--- src/rtl/lfu_cache_table_assert.svh ---
// Assertion macros for the LFU cache table.
// Used by lfu_cache_table.sv; expects clk_i and rst_ni in the including scope.
`ifndef LFU_CACHE_TABLE_ASSERT_SVH
`define LFU_CACHE_TABLE_ASSERT_SVH

// Same-cycle implication, disabled during reset
`define LFU_ASSERT_IMPL(lbl, ante, cons) \
  lbl: assert property (@(posedge clk_i) disable iff (!rst_ni) (ante) |-> (cons)) \
    else $error("lfu_cache_table: assertion failed");

// Next-cycle implication, disabled during reset
`define LFU_ASSERT_NEXT(lbl, ante, cons) \
  lbl: assert property (@(posedge clk_i) disable iff (!rst_ni) (ante) |=> (cons)) \
    else $error("lfu_cache_table: assertion failed");

`endif

--- src/rtl/lfu_pkg.sv ---
// Shared types and constants of the LFU cache table.
// No dependencies; used by every module of the block.
`default_nettype none

package lfu_pkg;

  localparam int KEY_W       = 32;
  localparam int VAL_W       = 32;
  localparam int STAMP_W     = 32;
  localparam int CFG_W       = 5;
  localparam logic [CFG_W-1:0] CFG_RESET = 5'd16;

  // Request queue between front and back
  localparam int QUEUE_DEPTH = 2;
  localparam int QUEUE_PTR_W = $clog2(QUEUE_DEPTH);
  localparam int QUEUE_CNT_W = $clog2(QUEUE_DEPTH + 1);

  // Operation as classified by the front
  typedef enum logic [1:0] {
    OP_GET     = 2'd0,
    OP_PUT     = 2'd1,
    OP_PUT_OFF = 2'd2   // put while capacity is zero: lookup only
  } lfu_op_e;

  typedef struct packed {
    lfu_op_e            op;
    logic [KEY_W-1:0]   key;
    logic [VAL_W-1:0]   value;
  } lfu_item_t;

  typedef struct packed {
    logic                   full;
    logic                   empty;
    logic [QUEUE_CNT_W-1:0] level;
  } lfu_q_status_t;

  typedef enum logic [1:0] {
    BS_IDLE   = 2'd0,
    BS_SCAN   = 2'd1,
    BS_DRAIN  = 2'd2,
    BS_COMMIT = 2'd3
  } lfu_back_state_e;

endpackage

`default_nettype wire

--- src/rtl/lfu_queue.sv ---
// Small request FIFO between the front and the back of the LFU cache table.
// Depends on lfu_pkg for the item and status types.
`default_nettype none

module lfu_queue (
  input  wire                  clk_i,
  input  wire                  rst_ni,
  input  wire                  push_i,
  input  lfu_pkg::lfu_item_t   item_i,
  input  wire                  pop_i,
  output lfu_pkg::lfu_item_t   item_o,
  output lfu_pkg::lfu_q_status_t status_o
);

  lfu_pkg::lfu_item_t                  slot_q [lfu_pkg::QUEUE_DEPTH];
  logic [lfu_pkg::QUEUE_PTR_W-1:0]     wr_ptr_q, wr_ptr_d;
  logic [lfu_pkg::QUEUE_PTR_W-1:0]     rd_ptr_q, rd_ptr_d;
  logic [lfu_pkg::QUEUE_CNT_W-1:0]     level_q, level_d;
  logic                                do_push, do_pop;

  assign status_o.full  = (level_q == lfu_pkg::QUEUE_CNT_W'(lfu_pkg::QUEUE_DEPTH));
  assign status_o.empty = (level_q == '0);
  assign status_o.level = level_q;
  assign item_o         = slot_q[rd_ptr_q];

  // pointer and fill bookkeeping
  always_comb begin
    do_push  = push_i && !status_o.full;
    do_pop   = pop_i && !status_o.empty;
    wr_ptr_d = do_push ? wr_ptr_q + lfu_pkg::QUEUE_PTR_W'(1) : wr_ptr_q;
    rd_ptr_d = do_pop ? rd_ptr_q + lfu_pkg::QUEUE_PTR_W'(1) : rd_ptr_q;
    level_d  = level_q;
    if (do_push && !do_pop) begin
      level_d = level_q + lfu_pkg::QUEUE_CNT_W'(1);
    end else if (do_pop && !do_push) begin
      level_d = level_q - lfu_pkg::QUEUE_CNT_W'(1);
    end
  end

  always_ff @(posedge clk_i or negedge rst_ni) begin
    if (!rst_ni) begin
      wr_ptr_q <= '0;
      rd_ptr_q <= '0;
      level_q  <= '0;
    end else begin
      wr_ptr_q <= wr_ptr_d;
      rd_ptr_q <= rd_ptr_d;
      level_q  <= level_d;
    end
  end

  // storage, no reset
  always_ff @(posedge clk_i) begin
    if (do_push) begin
      slot_q[wr_ptr_q] <= item_i;
    end
  end

endmodule

`default_nettype wire

--- src/rtl/lfu_front.sv ---
// Front of the LFU cache table: request handshake, capacity register, op classification.
// Depends on lfu_pkg; feeds lfu_queue.
`default_nettype none

module lfu_front #(
  parameter int CAPACITY = 16,
  localparam int CNT_W   = $clog2(CAPACITY + 1)
) (
  input  wire                            clk_i,
  input  wire                            rst_ni,
  input  wire                            start,
  output logic                           busy,
  input  wire                            kind_i,
  input  wire  [lfu_pkg::KEY_W-1:0]      key_i,
  input  wire  [lfu_pkg::VAL_W-1:0]      value_i,
  input  wire                            cfg_valid_i,
  output logic                           cfg_ready_o,
  input  wire  [lfu_pkg::CFG_W-1:0]      cfg_data_i,
  input  lfu_pkg::lfu_q_status_t         q_status_i,
  output logic                           push_o,
  output lfu_pkg::lfu_item_t             item_o,
  output logic [CNT_W-1:0]               cap_o
);

  logic [lfu_pkg::CFG_W-1:0] cap_reg_q;

  // capacity register, always writable
  assign cfg_ready_o = 1'b1;

  always_ff @(posedge clk_i or negedge rst_ni) begin
    if (!rst_ni) begin
      cap_reg_q <= lfu_pkg::CFG_RESET;
    end else if (cfg_valid_i && cfg_ready_o) begin
      cap_reg_q <= cfg_data_i;
    end
  end

  // values above the table size act as the table size
  always_comb begin
    if (32'(cap_reg_q) > CAPACITY) begin
      cap_o = CNT_W'(CAPACITY);
    end else begin
      cap_o = CNT_W'(cap_reg_q);
    end
  end

  // accept while the queue has room
  assign busy   = q_status_i.full;
  assign push_o = start && !busy;

  // classify the item
  always_comb begin
    item_o.key   = key_i;
    item_o.value = value_i;
    if (!kind_i) begin
      item_o.op = lfu_pkg::OP_GET;
    end else if (cap_o == '0) begin
      item_o.op = lfu_pkg::OP_PUT_OFF;
    end else begin
      item_o.op = lfu_pkg::OP_PUT;
    end
  end

endmodule

`default_nettype wire

--- src/rtl/lfu_back.sv ---
// Back of the LFU cache table: entry memory, serial key/victim scan, update and result.
// Depends on lfu_pkg; takes items from lfu_queue.
`default_nettype none

module lfu_back #(
  parameter int CAPACITY   = 16,
  parameter int COUNT_BITS = 16,
  localparam int CNT_W     = $clog2(CAPACITY + 1),
  localparam int AW        = (CAPACITY > 1) ? $clog2(CAPACITY) : 1
) (
  input  wire                            clk_i,
  input  wire                            rst_ni,
  input  wire  [CNT_W-1:0]               cap_i,
  input  lfu_pkg::lfu_q_status_t         q_status_i,
  input  lfu_pkg::lfu_item_t             q_item_i,
  output logic                           pop_o,
  output logic                           result_valid_o,
  output logic                           hit_o,
  output logic [lfu_pkg::VAL_W-1:0]      read_value_o,
  output logic                           evicted_o,
  output logic [lfu_pkg::KEY_W-1:0]      evicted_key_o,
  output logic [CNT_W-1:0]               held_o
);

  typedef struct packed {
    logic [lfu_pkg::KEY_W-1:0]   key;
    logic [lfu_pkg::VAL_W-1:0]   value;
    logic [COUNT_BITS-1:0]       cnt;
    logic [lfu_pkg::STAMP_W-1:0] stamp;
  } entry_t;

  // entry memory: valid entries always occupy slots below the fill count
  entry_t mem_q [CAPACITY];
  entry_t rd_word_q;
  logic   mem_we;
  logic [AW-1:0] mem_wr_addr;
  entry_t mem_wr_word;

  lfu_pkg::lfu_back_state_e state_q, state_d;
  lfu_pkg::lfu_item_t       item_q, item_d;
  logic [CNT_W-1:0]         idx_q, idx_d;
  logic [CNT_W-1:0]         held_q, held_d;
  logic [lfu_pkg::STAMP_W-1:0] use_clock_q, use_clock_d;
  logic                     rd_vld_q, rd_vld_d;
  logic [AW-1:0]            rd_idx_q, rd_idx_d;

  // scan results
  logic                     hit_q, hit_d;
  logic [AW-1:0]            hit_slot_q, hit_slot_d;
  logic [lfu_pkg::VAL_W-1:0] hit_value_q, hit_value_d;
  logic [COUNT_BITS-1:0]    hit_cnt_q, hit_cnt_d;
  logic                     vic_vld_q, vic_vld_d;
  logic [AW-1:0]            vic_slot_q, vic_slot_d;
  logic [COUNT_BITS-1:0]    vic_cnt_q, vic_cnt_d;
  logic [lfu_pkg::STAMP_W-1:0] vic_age_q, vic_age_d;
  logic [lfu_pkg::KEY_W-1:0] vic_key_q, vic_key_d;

  // result registers
  logic                     res_valid_q, res_valid_d;
  logic                     res_hit_q, res_hit_d;
  logic [lfu_pkg::VAL_W-1:0] res_rd_q, res_rd_d;
  logic                     res_ev_q, res_ev_d;
  logic [lfu_pkg::KEY_W-1:0] res_evk_q, res_evk_d;

  logic [lfu_pkg::STAMP_W-1:0] rd_age;
  logic [lfu_pkg::STAMP_W-1:0] stamp_next;
  logic [COUNT_BITS-1:0]    cnt_inc;

  assign result_valid_o = res_valid_q;
  assign hit_o          = res_hit_q;
  assign read_value_o   = res_rd_q;
  assign evicted_o      = res_ev_q;
  assign evicted_key_o  = res_evk_q;
  assign held_o         = held_q;

  assign rd_age     = use_clock_q - rd_word_q.stamp;
  assign stamp_next = use_clock_q + lfu_pkg::STAMP_W'(1);
  assign cnt_inc    = (hit_cnt_q == '1) ? hit_cnt_q : hit_cnt_q + COUNT_BITS'(1);

  // sequencer: pop, scan held entries one per cycle, commit
  always_comb begin
    state_d     = state_q;
    item_d      = item_q;
    idx_d       = idx_q;
    held_d      = held_q;
    use_clock_d = use_clock_q;
    rd_vld_d    = 1'b0;
    rd_idx_d    = rd_idx_q;
    hit_d       = hit_q;
    hit_slot_d  = hit_slot_q;
    hit_value_d = hit_value_q;
    hit_cnt_d   = hit_cnt_q;
    vic_vld_d   = vic_vld_q;
    vic_slot_d  = vic_slot_q;
    vic_cnt_d   = vic_cnt_q;
    vic_age_d   = vic_age_q;
    vic_key_d   = vic_key_q;
    res_valid_d = 1'b0;
    res_hit_d   = res_hit_q;
    res_rd_d    = res_rd_q;
    res_ev_d    = res_ev_q;
    res_evk_d   = res_evk_q;
    pop_o       = 1'b0;
    mem_we      = 1'b0;
    mem_wr_addr = hit_slot_q;
    mem_wr_word = '{key: item_q.key, value: item_q.value, cnt: COUNT_BITS'(1),
                    stamp: stamp_next};

    // evaluate the entry read in the previous cycle
    if (rd_vld_q) begin
      if (rd_word_q.key == item_q.key) begin
        hit_d       = 1'b1;
        hit_slot_d  = rd_idx_q;
        hit_value_d = rd_word_q.value;
        hit_cnt_d   = rd_word_q.cnt;
      end
      // smallest count, then oldest use, first slot on a full tie
      if (!vic_vld_q || (rd_word_q.cnt < vic_cnt_q) ||
          ((rd_word_q.cnt == vic_cnt_q) && (rd_age > vic_age_q))) begin
        vic_vld_d  = 1'b1;
        vic_slot_d = rd_idx_q;
        vic_cnt_d  = rd_word_q.cnt;
        vic_age_d  = rd_age;
        vic_key_d  = rd_word_q.key;
      end
    end

    case (state_q)
      lfu_pkg::BS_IDLE: begin
        if (!q_status_i.empty) begin
          pop_o     = 1'b1;
          item_d    = q_item_i;
          idx_d     = '0;
          hit_d     = 1'b0;
          vic_vld_d = 1'b0;
          state_d   = (held_q == '0) ? lfu_pkg::BS_COMMIT : lfu_pkg::BS_SCAN;
        end
      end
      lfu_pkg::BS_SCAN: begin
        rd_vld_d = 1'b1;
        rd_idx_d = idx_q[AW-1:0];
        idx_d    = idx_q + CNT_W'(1);
        if ((idx_q + CNT_W'(1)) == held_q) begin
          state_d = lfu_pkg::BS_DRAIN;
        end
      end
      lfu_pkg::BS_DRAIN: begin
        state_d = lfu_pkg::BS_COMMIT;
      end
      lfu_pkg::BS_COMMIT: begin
        res_valid_d = 1'b1;
        res_hit_d   = hit_q;
        res_rd_d    = '0;
        res_ev_d    = 1'b0;
        res_evk_d   = '0;
        state_d     = lfu_pkg::BS_IDLE;
        case (item_q.op)
          lfu_pkg::OP_GET: begin
            if (hit_q) begin
              res_rd_d    = hit_value_q;
              mem_we      = 1'b1;
              mem_wr_addr = hit_slot_q;
              mem_wr_word.value = hit_value_q;
              mem_wr_word.cnt   = cnt_inc;
              use_clock_d = stamp_next;
            end
          end
          lfu_pkg::OP_PUT: begin
            if (hit_q) begin
              mem_we      = 1'b1;
              mem_wr_addr = hit_slot_q;
              mem_wr_word.cnt = cnt_inc;
              use_clock_d = stamp_next;
            end else if (held_q < cap_i) begin
              // free slot at the end of the filled region
              mem_we      = 1'b1;
              mem_wr_addr = held_q[AW-1:0];
              held_d      = held_q + CNT_W'(1);
              use_clock_d = stamp_next;
            end else if (vic_vld_q) begin
              // replace the victim in place
              mem_we      = 1'b1;
              mem_wr_addr = vic_slot_q;
              res_ev_d    = 1'b1;
              res_evk_d   = vic_key_q;
              use_clock_d = stamp_next;
            end
          end
          default: begin
            // lookup only, no update
          end
        endcase
      end
      default: begin
        state_d = lfu_pkg::BS_IDLE;
      end
    endcase
  end

  always_ff @(posedge clk_i or negedge rst_ni) begin
    if (!rst_ni) begin
      state_q     <= lfu_pkg::BS_IDLE;
      idx_q       <= '0;
      held_q      <= '0;
      use_clock_q <= '0;
      rd_vld_q    <= 1'b0;
      hit_q       <= 1'b0;
      vic_vld_q   <= 1'b0;
      res_valid_q <= 1'b0;
    end else begin
      state_q     <= state_d;
      idx_q       <= idx_d;
      held_q      <= held_d;
      use_clock_q <= use_clock_d;
      rd_vld_q    <= rd_vld_d;
      hit_q       <= hit_d;
      vic_vld_q   <= vic_vld_d;
      res_valid_q <= res_valid_d;
    end
  end

  // payload registers, no reset
  always_ff @(posedge clk_i) begin
    item_q      <= item_d;
    rd_idx_q    <= rd_idx_d;
    hit_slot_q  <= hit_slot_d;
    hit_value_q <= hit_value_d;
    hit_cnt_q   <= hit_cnt_d;
    vic_slot_q  <= vic_slot_d;
    vic_cnt_q   <= vic_cnt_d;
    vic_age_q   <= vic_age_d;
    vic_key_q   <= vic_key_d;
    res_hit_q   <= res_hit_d;
    res_rd_q    <= res_rd_d;
    res_ev_q    <= res_ev_d;
    res_evk_q   <= res_evk_d;
  end

  // entry memory: one write port, one registered read port
  always_ff @(posedge clk_i) begin
    if (mem_we) begin
      mem_q[mem_wr_addr] <= mem_wr_word;
    end
    rd_word_q <= mem_q[idx_q[AW-1:0]];
  end

endmodule

`default_nettype wire

--- src/rtl/lfu_cache_table.sv ---
// Top level of the LFU cache table: front, request queue and back.
// Depends on lfu_pkg, lfu_front, lfu_queue, lfu_back and lfu_cache_table_assert.svh.
//
// Usage:
//   Requests: drive kind_i (0 get, 1 put), key_i, value_i with start; an item
//   is taken at a clock edge where start is high and busy is low. busy rises
//   only while the two-entry request queue is full.
//   Results: one per item, in order, held for exactly one cycle while
//   result_valid_o is high: hit_o, read_value_o, evicted_o, evicted_key_o.
//   The receiver cannot stall; results must be captured when presented.
//   Configuration: cfg_data_i written on cfg_valid_i (cfg_ready_o is always
//   high); capacity in use, values above CAPACITY act as CAPACITY, zero turns
//   puts into lookups. Write it only while no item is outstanding.
//   Timing: the back reads the entry memory one slot per cycle through its
//   single read port; each item is popped in idle, scanned against the N
//   entries held and drained (both skipped when empty), then committed; its
//   result is registered, and the next item is popped once back in idle.
//   Reset: the cache is empty, the use clock is zero and the capacity is 16;
//   no clearing pass is needed since the fill count marks the valid slots.
`default_nettype none
`include "lfu_cache_table_assert.svh"

module lfu_cache_table #(
  parameter int CAPACITY   = 16,
  parameter int COUNT_BITS = 16
) (
  input  wire                          clk_i,
  input  wire                          rst_ni,
  input  wire                          start,
  output logic                         busy,
  input  wire                          kind_i,
  input  wire  [lfu_pkg::KEY_W-1:0]    key_i,
  input  wire  [lfu_pkg::VAL_W-1:0]    value_i,
  input  wire                          cfg_valid_i,
  output logic                         cfg_ready_o,
  input  wire  [lfu_pkg::CFG_W-1:0]    cfg_data_i,
  output logic                         result_valid_o,
  output logic                         hit_o,
  output logic [lfu_pkg::VAL_W-1:0]    read_value_o,
  output logic                         evicted_o,
  output logic [lfu_pkg::KEY_W-1:0]    evicted_key_o
);

  localparam int CNT_W = $clog2(CAPACITY + 1);

  lfu_pkg::lfu_q_status_t q_status;
  lfu_pkg::lfu_item_t     push_item;
  lfu_pkg::lfu_item_t     pop_item;
  logic                   push;
  logic                   pop;
  logic [CNT_W-1:0]       cap;
  logic [CNT_W-1:0]       held;

  lfu_front #(
    .CAPACITY (CAPACITY)
  ) u_front (
    .clk_i       (clk_i),
    .rst_ni      (rst_ni),
    .start       (start),
    .busy        (busy),
    .kind_i      (kind_i),
    .key_i       (key_i),
    .value_i     (value_i),
    .cfg_valid_i (cfg_valid_i),
    .cfg_ready_o (cfg_ready_o),
    .cfg_data_i  (cfg_data_i),
    .q_status_i  (q_status),
    .push_o      (push),
    .item_o      (push_item),
    .cap_o       (cap)
  );

  lfu_queue u_queue (
    .clk_i    (clk_i),
    .rst_ni   (rst_ni),
    .push_i   (push),
    .item_i   (push_item),
    .pop_i    (pop),
    .item_o   (pop_item),
    .status_o (q_status)
  );

  lfu_back #(
    .CAPACITY   (CAPACITY),
    .COUNT_BITS (COUNT_BITS)
  ) u_back (
    .clk_i          (clk_i),
    .rst_ni         (rst_ni),
    .cap_i          (cap),
    .q_status_i     (q_status),
    .q_item_i       (pop_item),
    .pop_o          (pop),
    .result_valid_o (result_valid_o),
    .hit_o          (hit_o),
    .read_value_o   (read_value_o),
    .evicted_o      (evicted_o),
    .evicted_key_o  (evicted_key_o),
    .held_o         (held)
  );

  // an eviction only happens on a put miss
  `LFU_ASSERT_IMPL(a_evict_on_miss, result_valid_o && evicted_o, !hit_o)
  // a returned value means the key was present
  `LFU_ASSERT_IMPL(a_value_on_hit, result_valid_o && (read_value_o != '0), hit_o)
  // the fill count never passes the table size
  `LFU_ASSERT_IMPL(a_held_bound, 1'b1, held <= CNT_W'(CAPACITY))
  // commit always returns to idle, so results never come in consecutive cycles
  `LFU_ASSERT_NEXT(a_result_gap, result_valid_o, !result_valid_o)

endmodule

`default_nettype wire

--- config.mk ---
export PLATFORM = sky130hd
export DESIGN_NAME = lfu_cache_table
export DESIGN_NICKNAME = d
export VERILOG_FILES = /design/src/rtl/lfu_pkg.sv /design/src/rtl/lfu_queue.sv /design/src/rtl/lfu_front.sv /design/src/rtl/lfu_back.sv /design/src/rtl/lfu_cache_table.sv
export VERILOG_INCLUDE_DIRS = /design/src /design/src/rtl
export SDC_FILE = /design/constraint.sdc
export NUM_CORES = 2
export LEC_CHECK = 0
export BUFFER_PORTS_ARGS = -buffer_cell sky130_fd_sc_hd__clkbuf_2
export CORE_MARGIN = 2
export CORE_UTILIZATION = 36
export DETAILED_ROUTE_END_ITERATION = 6
export SYNTH_ARGS = -nofsm -noshare
export SYNTH_HDL_FRONTEND = slang
export SYNTH_SLANG_ARGS = --single-unit
--- constraint.sdc ---
create_clock -name clk_i -period 36.9 [get_ports clk_i]
set_clock_uncertainty 0.15 [all_clocks]
set_input_delay 1.845 -clock clk_i [delete_from_list [all_inputs] [get_ports clk_i]]
set_output_delay 1.845 -clock clk_i [all_outputs]
set_load 0.02 [all_outputs]
; ---- Word-level counts from Yosys, hierarchy flattened
; Memories as Yosys holds them, arrays and structs flattened. A register that Yosys moved wholly into a read port is not among the register bits.
; Cells that the tools add are included.
[op_classes]
n_addsub = 9
order_cmp = 4
eq_ne = 13
mux = 49
n_bitwise = 4
reduce_logical = 31
[op_table]
columns = cell, count
row1 = two-way mux 32 bit, 5
row2 = two-way mux 48 bit, 2
row3 = case mux 32 bit (2 select lines), 1
row4 = adder 32 x 1 -> 32 bit (second input constant), 1
row5 = equality test 32 bit, 1
row6 = > comparator 32 bit, 1
row7 = two-way mux 16 bit, 2
row8 = case mux 16 bit (2 select lines), 1
row9 = subtractor 32 bit, 1
row10 = two-way mux 1 bit, 21
row11 = two-way mux 4 bit, 5
row12 = adder 16 x 1 -> 16 bit (second input constant), 1
row13 = equality test 16 bit, 1
row14 = equality test 16 bit (second input constant), 1
row15 = less-than comparator 16 bit, 1
row16 = two-way mux 2 bit, 7
row17 = AND reduction 2 bit, 6
row18 = adder 5 x 1 -> 5 bit (second input constant), 2
row19 = zero test 5 bit, 2
row20 = two-way mux 5 bit, 2
row21 = case mux 5 bit (2 select lines), 1
row22 = case mux 2 bit (4 select lines), 1
row23 = AND reduction 4 bit, 2
row24 = equality test 2 bit (second input constant), 3
row25 = other kinds (19), 39
[totals]
register_bits = 263
ram_bits = 1924
input_bits = 74
output_inout_bits = 69
wordCells = 136
n_memories = 2
[mem_list]
columns = memory, depth, width, rd, rd_clocked_by_memory_dff, write_ports, line_no
row1 = u_back.mem_q, 16, 112, 1, 1, 1, lfu_back.sv:33  ; entry_t mem_q [CAPACITY];
row2 = u_queue.slot_q, 2, 66, 1, 1, 1, lfu_queue.sv:15  ; lfu_pkg::lfu_item_t slot_q [lfu_pkg::QUEUE_DEPTH];

; ---- Longest topological paths before layout
[logic_depth]
ltp_word = 9
ltp_mapped = 19
mapped_depth_nobuf = 19

; ---- Modules after synthesis
; Synthesis repeated with hierarchy kept, for this count alone.
[unflattened]
cells_unflattened = 5034
hier_area_um2 = 91984.5
[modules_own_cells]
columns = mod, n_inst, cells_per_inst, area_per_inst_um2, seq_area_each_um2
row1 = lfu_back, 1, 4723, 86167.6, 65422.7
row2 = lfu_queue, 1, 224, 5072.4, 4063.9
row3 = lfu_front, 1, 87, 744.5, 126.4

; ---- Least setup slack after synthesis
; OpenSTA, ideal clock, no wires.
[synth_path]
path_type = register to register
startpoint = register u_back.state_q[0]
endpoint = memory u_back.mem_q[6][0] (netlist name), enable pin
setup_time_ns = 0.720
t_arrival_ns = 11.068
required_ns = 36.030
setup_slack_ns = 24.962
stages_incl_launch_ff = 7
n_path_buf = 0
synth_period_minus_slack_ns = 11.938
path_cell_list = dfrtp_1 > ha_1 > nand2_1 > a31o_1 > and2_1 > a211o_1 > nor3_1
[synth_between]
elab_chain_len = 4
word_cells_on_any_way = 5
cone_classes = 1 x eq/ne / 4 x mux
[synth_rtl]
columns = item, line_no
row1 = start: declaration, lfu_back.sv:39  ; lfu_pkg::lfu_back_state_e state_q, state_d;
row2 = start signal: assignment, lfu_back.sv:202  ; state_q <= lfu_pkg::BS_IDLE;
row3 = start signal: assignment, lfu_back.sv:211  ; state_q <= state_d;
row4 = equality test 2 bit *, lfu_back.sv:128  ; case (state_q)
row5 = two-way mux 1 bit, lfu_back.sv:128
row6 = two-way mux 1 bit, lfu_back.sv:241  ; if (mem_we) begin
row7 = two-way mux 1 bit (not written as such), lfu_back.sv:242  ; mem_q[mem_wr_addr] <= mem_wr_word;
row8 = end: declaration, lfu_back.sv:33
; Mark *: on every way between the ends. The rest lies on a longest branch, timed or not.

; ---- Final worst setup path
[layout_path]
startpoint = register u_back.use_clock_q[0] (netlist name)
endpoint = register u_back.vic_key_q[10] (netlist name), enable pin
[layout_between]
elab_chain_len = 5
[layout_rtl]
columns = item, line_no
row1 = start: declaration, lfu_back.sv:43  ; logic [lfu_pkg::STAMP_W-1:0] use_clock_q, use_clock_d;
row2 = start signal: assignment, lfu_back.sv:214  ; use_clock_q <= use_clock_d;
row3 = subtractor 32 bit, lfu_back.sv:76  ; assign rd_age = use_clock_q - rd_word_q.stamp;
row4 = "named net u_back.rd_age, one bit", lfu_back.sv:65  ; logic [lfu_pkg::STAMP_W-1:0] rd_age;
row5 = > comparator 32 bit, lfu_back.sv:119  ; ((rd_word_q.cnt == vic_cnt_q) && (rd_age > vic_age_q))) begin
row6 = logical AND 1 bit, lfu_back.sv:119
row7 = logical OR 1 bit, lfu_back.sv:118  ; if (!vic_vld_q || (rd_word_q.cnt < vic_cnt_q) ||
row8 = AND reduction 2 bit (no line), -
row9 = end signal: assignment, lfu_back.sv:232  ; vic_key_q <= vic_key_d;
row10 = end: declaration, lfu_back.sv:56  ; logic [lfu_pkg::KEY_W-1:0] vic_key_q, vic_key_d;
; The timed path passes the listed nets, and every way through them passes these cells.
; A chain may end at the register's enable or synchronous reset.

==> results_dict.tcl <==
set metrics [dict create \
    status "finished, final reports clean" \
    cts.sinks 2365 \
    dr.pass1.iters 5 \
    cap_violations 0 \
    syn_avg_cell_area_sq_um 18.44 \
    postCtsSetupBuffers 0 \
    finalSetupViolCount 0 \
    crit_chain "inv_1 -> ha_1 -> inv_1 -> fa_1 -> a21oi_1 -> o211ai_1 -> a41oi_1 -> a21oi_1 -> o21ai_0 -> o21ai_0 -> xor2_1 -> ha_1 -> and3_1 -> nand4_1 -> nor2_1 -> nand2_1 -> nand4_1 -> o2bb2ai_4 -> buf_4" \
    p_per_area_nw_per_um2 69.48 \
    end_kind "flop" \
    wl_met1_um 94570 \
    yosysTopAreaCell "edfxtp_1" \
    yosysSeqAreaShare 0.7611 \
    syn_to_final_growth_pct 13.59 \
    async_flop_share 0.02410 \
    nets 5363 \
    synth.area.top_cells "edfxtp_1, mux4_2, mux2i_1" \
    wl_um 216900 \
    slew_headroom 0.1195 \
    rsz0062_at_grt "false" \
    antenna_found_initial 7 \
    die_w_um 508.0 \
    synth_edf_count 2196 \
    wl_met2_um 107400 \
    die_h_um 508.0 \
    holdBufCountCts 0 \
    yosys_register_bits 2365 \
    irDropWorstVdd_v 0.00004642 \
    start_util 0.3609 \
    setup_tns_ns 0 \
    yosysMostFrequentCell "edfxtp_1" \
    grt_max_degree 136 \
    critPathMaxStageDelay_ns 0.87 \
    io_pins 143 \
    dieArea_sq_um 258100 \
    synth_common_cells "edfxtp_1, mux2i_1, o21ai_0" \
    dpl_cell_area_sq_um 96450 \
    cts_buffers 222 \
    postSynthNetCount 5128 \
    cts_tree "built" \
    dr_wl_met3_um 10550 \
    worst_path_max_delay_cell "buf_4" \
    dpl.hpwl_um 111300 \
    cp.required_ns 37.22 \
    clk_pin_slew_worst_paths_ns 0.06 \
    fin_crit_sh 0.1804 \
    wl_per_cell_um 24.76 \
    ys_types 77 \
    vias_per_cell 5.267 \
    place_congestion 0.8116 \
    worst-setup-path-type "reg2reg" \
    hold_violations 0 \
    max_slew.worst_pin.slew_ns 1.316 \
    cp_max_fo 53 \
    netlist_area_sq_um 91460 \
    final_area_sq_um 103900 \
    power_leakage_nw 35.10 \
    yosys_warnings 0 \
    grt_usage 0.1656 \
    top_layer_used "met4" \
    io_buffer_count 141 \
    core_sq_um 253500 \
    synth_cells 4959 \
    via_count 46130 \
    gr-total-overflow 0 \
    insertion_delay_ns 0.91 \
    max_clock_freq_mhz 150.3 \
    placementRows 185 \
    diodes 0 \
    ys.flop_type "edfxtp_1" \
    grt_pass1_vias 46990 \
    ctsResizeCount 0 \
    slew_violations 0 \
    layout-drive-gt1-share 0.1949 \
    min_path_type "reg2reg" \
    drcViolationCount 0 \
    arrival_ns 6.97 \
    htreeDepth 4 \
    dr.first_iter.drc_count 4271 \
    finalCriticalPeriod_ns 6.655 \
    cts.path.max_buffers 3 \
    drtAntennaViolNets 0 \
    clockRootBuffer "clkbuf_16" \
    synth_top_area_share 0.7210 \
    startpoint_type "flop" \
    grt_first_pass_wirelength_um 317800 \
]
-- stage by stage --
step	utilization	power (mW)	hold slack [ns]	setup WS (ns)	cells
floorplan	-	4.573	0.2355	24.96	4959
global placement	0.3805	4.970	0.2368	30.49	8334
detailed placement	0.3805	4.995	0.2387	30.38	8334
CTS	0.4098	7.288	0.2375	30.34	8756
global route	0.4099	7.520	0.2457	29.83	8758
finish	0.4099	7.218	0.2445	30.24	8758
-- critical path: cells and delay by family, from the launching register on --
kind	cells	cell delay (ns)
flip-flops	1	0.40
AND/OR/NAND/NOR	5	0.60
AO/OA/AOI/OAI	7	2.47
adder cells (fa/ha/maj)	3	0.94
XOR/XNOR	1	0.24
buffers and inverters	3	1.31
-- metal layers --
layer  global-route usage  up-vias
met4              0.04055        0
met5                    0        -
met3              0.02182      282
li1                     -    20240
met1               0.2275    24310
met2               0.2788     1300
-- layout by cell type, fill, tap and decap left out, types with 11 or more instances in the layout --
master     instances
inv_1            105
edfxtp_1        2196
o21ai_0          255
a21oi_1          164
xnor2_1           83
and3_1            11
bufinv_16         19
nand3_1           34
clkbuf_8          16
mux2_2           214
nor2b_1           11
clkbuf_2         140
and2_1            72
nor3_1            20
a221oi_1         116
xor2_1            63
clkinv_1          42
mux4_2           224
clkinv_2          45
a21o_1            24
clkbuf_1          49
a22oi_1          114
nand4_1           38
ha_1              93
dfxtp_1          112
nor3_2            11
buf_4             86
mux2i_1          340
clkbuf_16        223
nand2_1          184
dfrtp_1           51
nor2_1            70
-- where the power goes --
| part | internal [mW] | switching (mW) | total, mW | leakage (nW) |
|---|---|---|---|---|
| clock | 1.29 | 1.01 | 2.29 | 3.60 |
| sequential | 3.32 | 0.181 | 3.50 | 22.2 |
| combinational | 0.570 | 0.853 | 1.42 | 9.26 |
-- cells by family (layout without fill, tap and decap cells) --
family / after synthesis / after routing / synth area share
buffers and inverters: 327 / 760 / 0.01420
adders and majority gates: 95 / 95 / 0.01308
AOI/OAI and AO/OA: 742 / 742 / 0.05175
xor gates and xnor gates: 148 / 148 / 0.01417
other: 1 / 1 / 0.00004100
and+or+nand+nor: 503 / 503 / 0.02694
muxes: 778 / 778 / 0.1187
DFF: 2365 / 2365 / 0.7611
-- flip-flops by register name, indices dropped and copies added (netlist names), 5 cells and up --
register,cells
u_queue.slot_q,132
u_back.vic_key_q,32
u_back.mem_q,1792
u_front.cap_reg_q,5
u_back.hit_cnt_q,16
u_back.item_q,66
u_back.rd_word_q,112
u_back.read_value_o,32
u_back.evicted_key_o,32
u_back.held_o,5
u_back.use_clock_q,32
u_back.hit_value_q,32
u_back.vic_age_q,32
u_back.idx_q,5
u_back.vic_cnt_q,16
-- area by class of cell --
cell class              instances  area (sq um)
fillers                     22370        149600
flip-flops and latches       2365         69630
multi-input cells            2267         20770
clock buffers                 288          5984
well taps                    3366          4212
repair buffers                232          1466
clock inverters               134          1433
inverters                     106         400.4
-- path summary, 6_finish.rpt --
| kind | from | end | slack (ns) | depth (start not counted) |
|---|---|---|---|---|
| min in group asynchronous | rst_ni | u_back.use_clock_q[5] | 0.91 | 1 |
| max in group asynchronous | rst_ni | u_queue.rd_ptr_q | 34.89 | 1 |
| min reg2reg | u_back.rd_word_q[72] | u_back.hit_value_q[24] | 0.24 | 0 |
| max | u_back.use_clock_q[0] | u_back.vic_key_q[10] | 30.24 | 19 |
| max reg2reg | u_back.use_clock_q[0] | u_back.vic_key_q[10] | 30.24 | 19 |
| min | u_back.rd_word_q[72] | u_back.hit_value_q[24] | 0.24 | 0 |
Power figures use the tool's default switching activity.
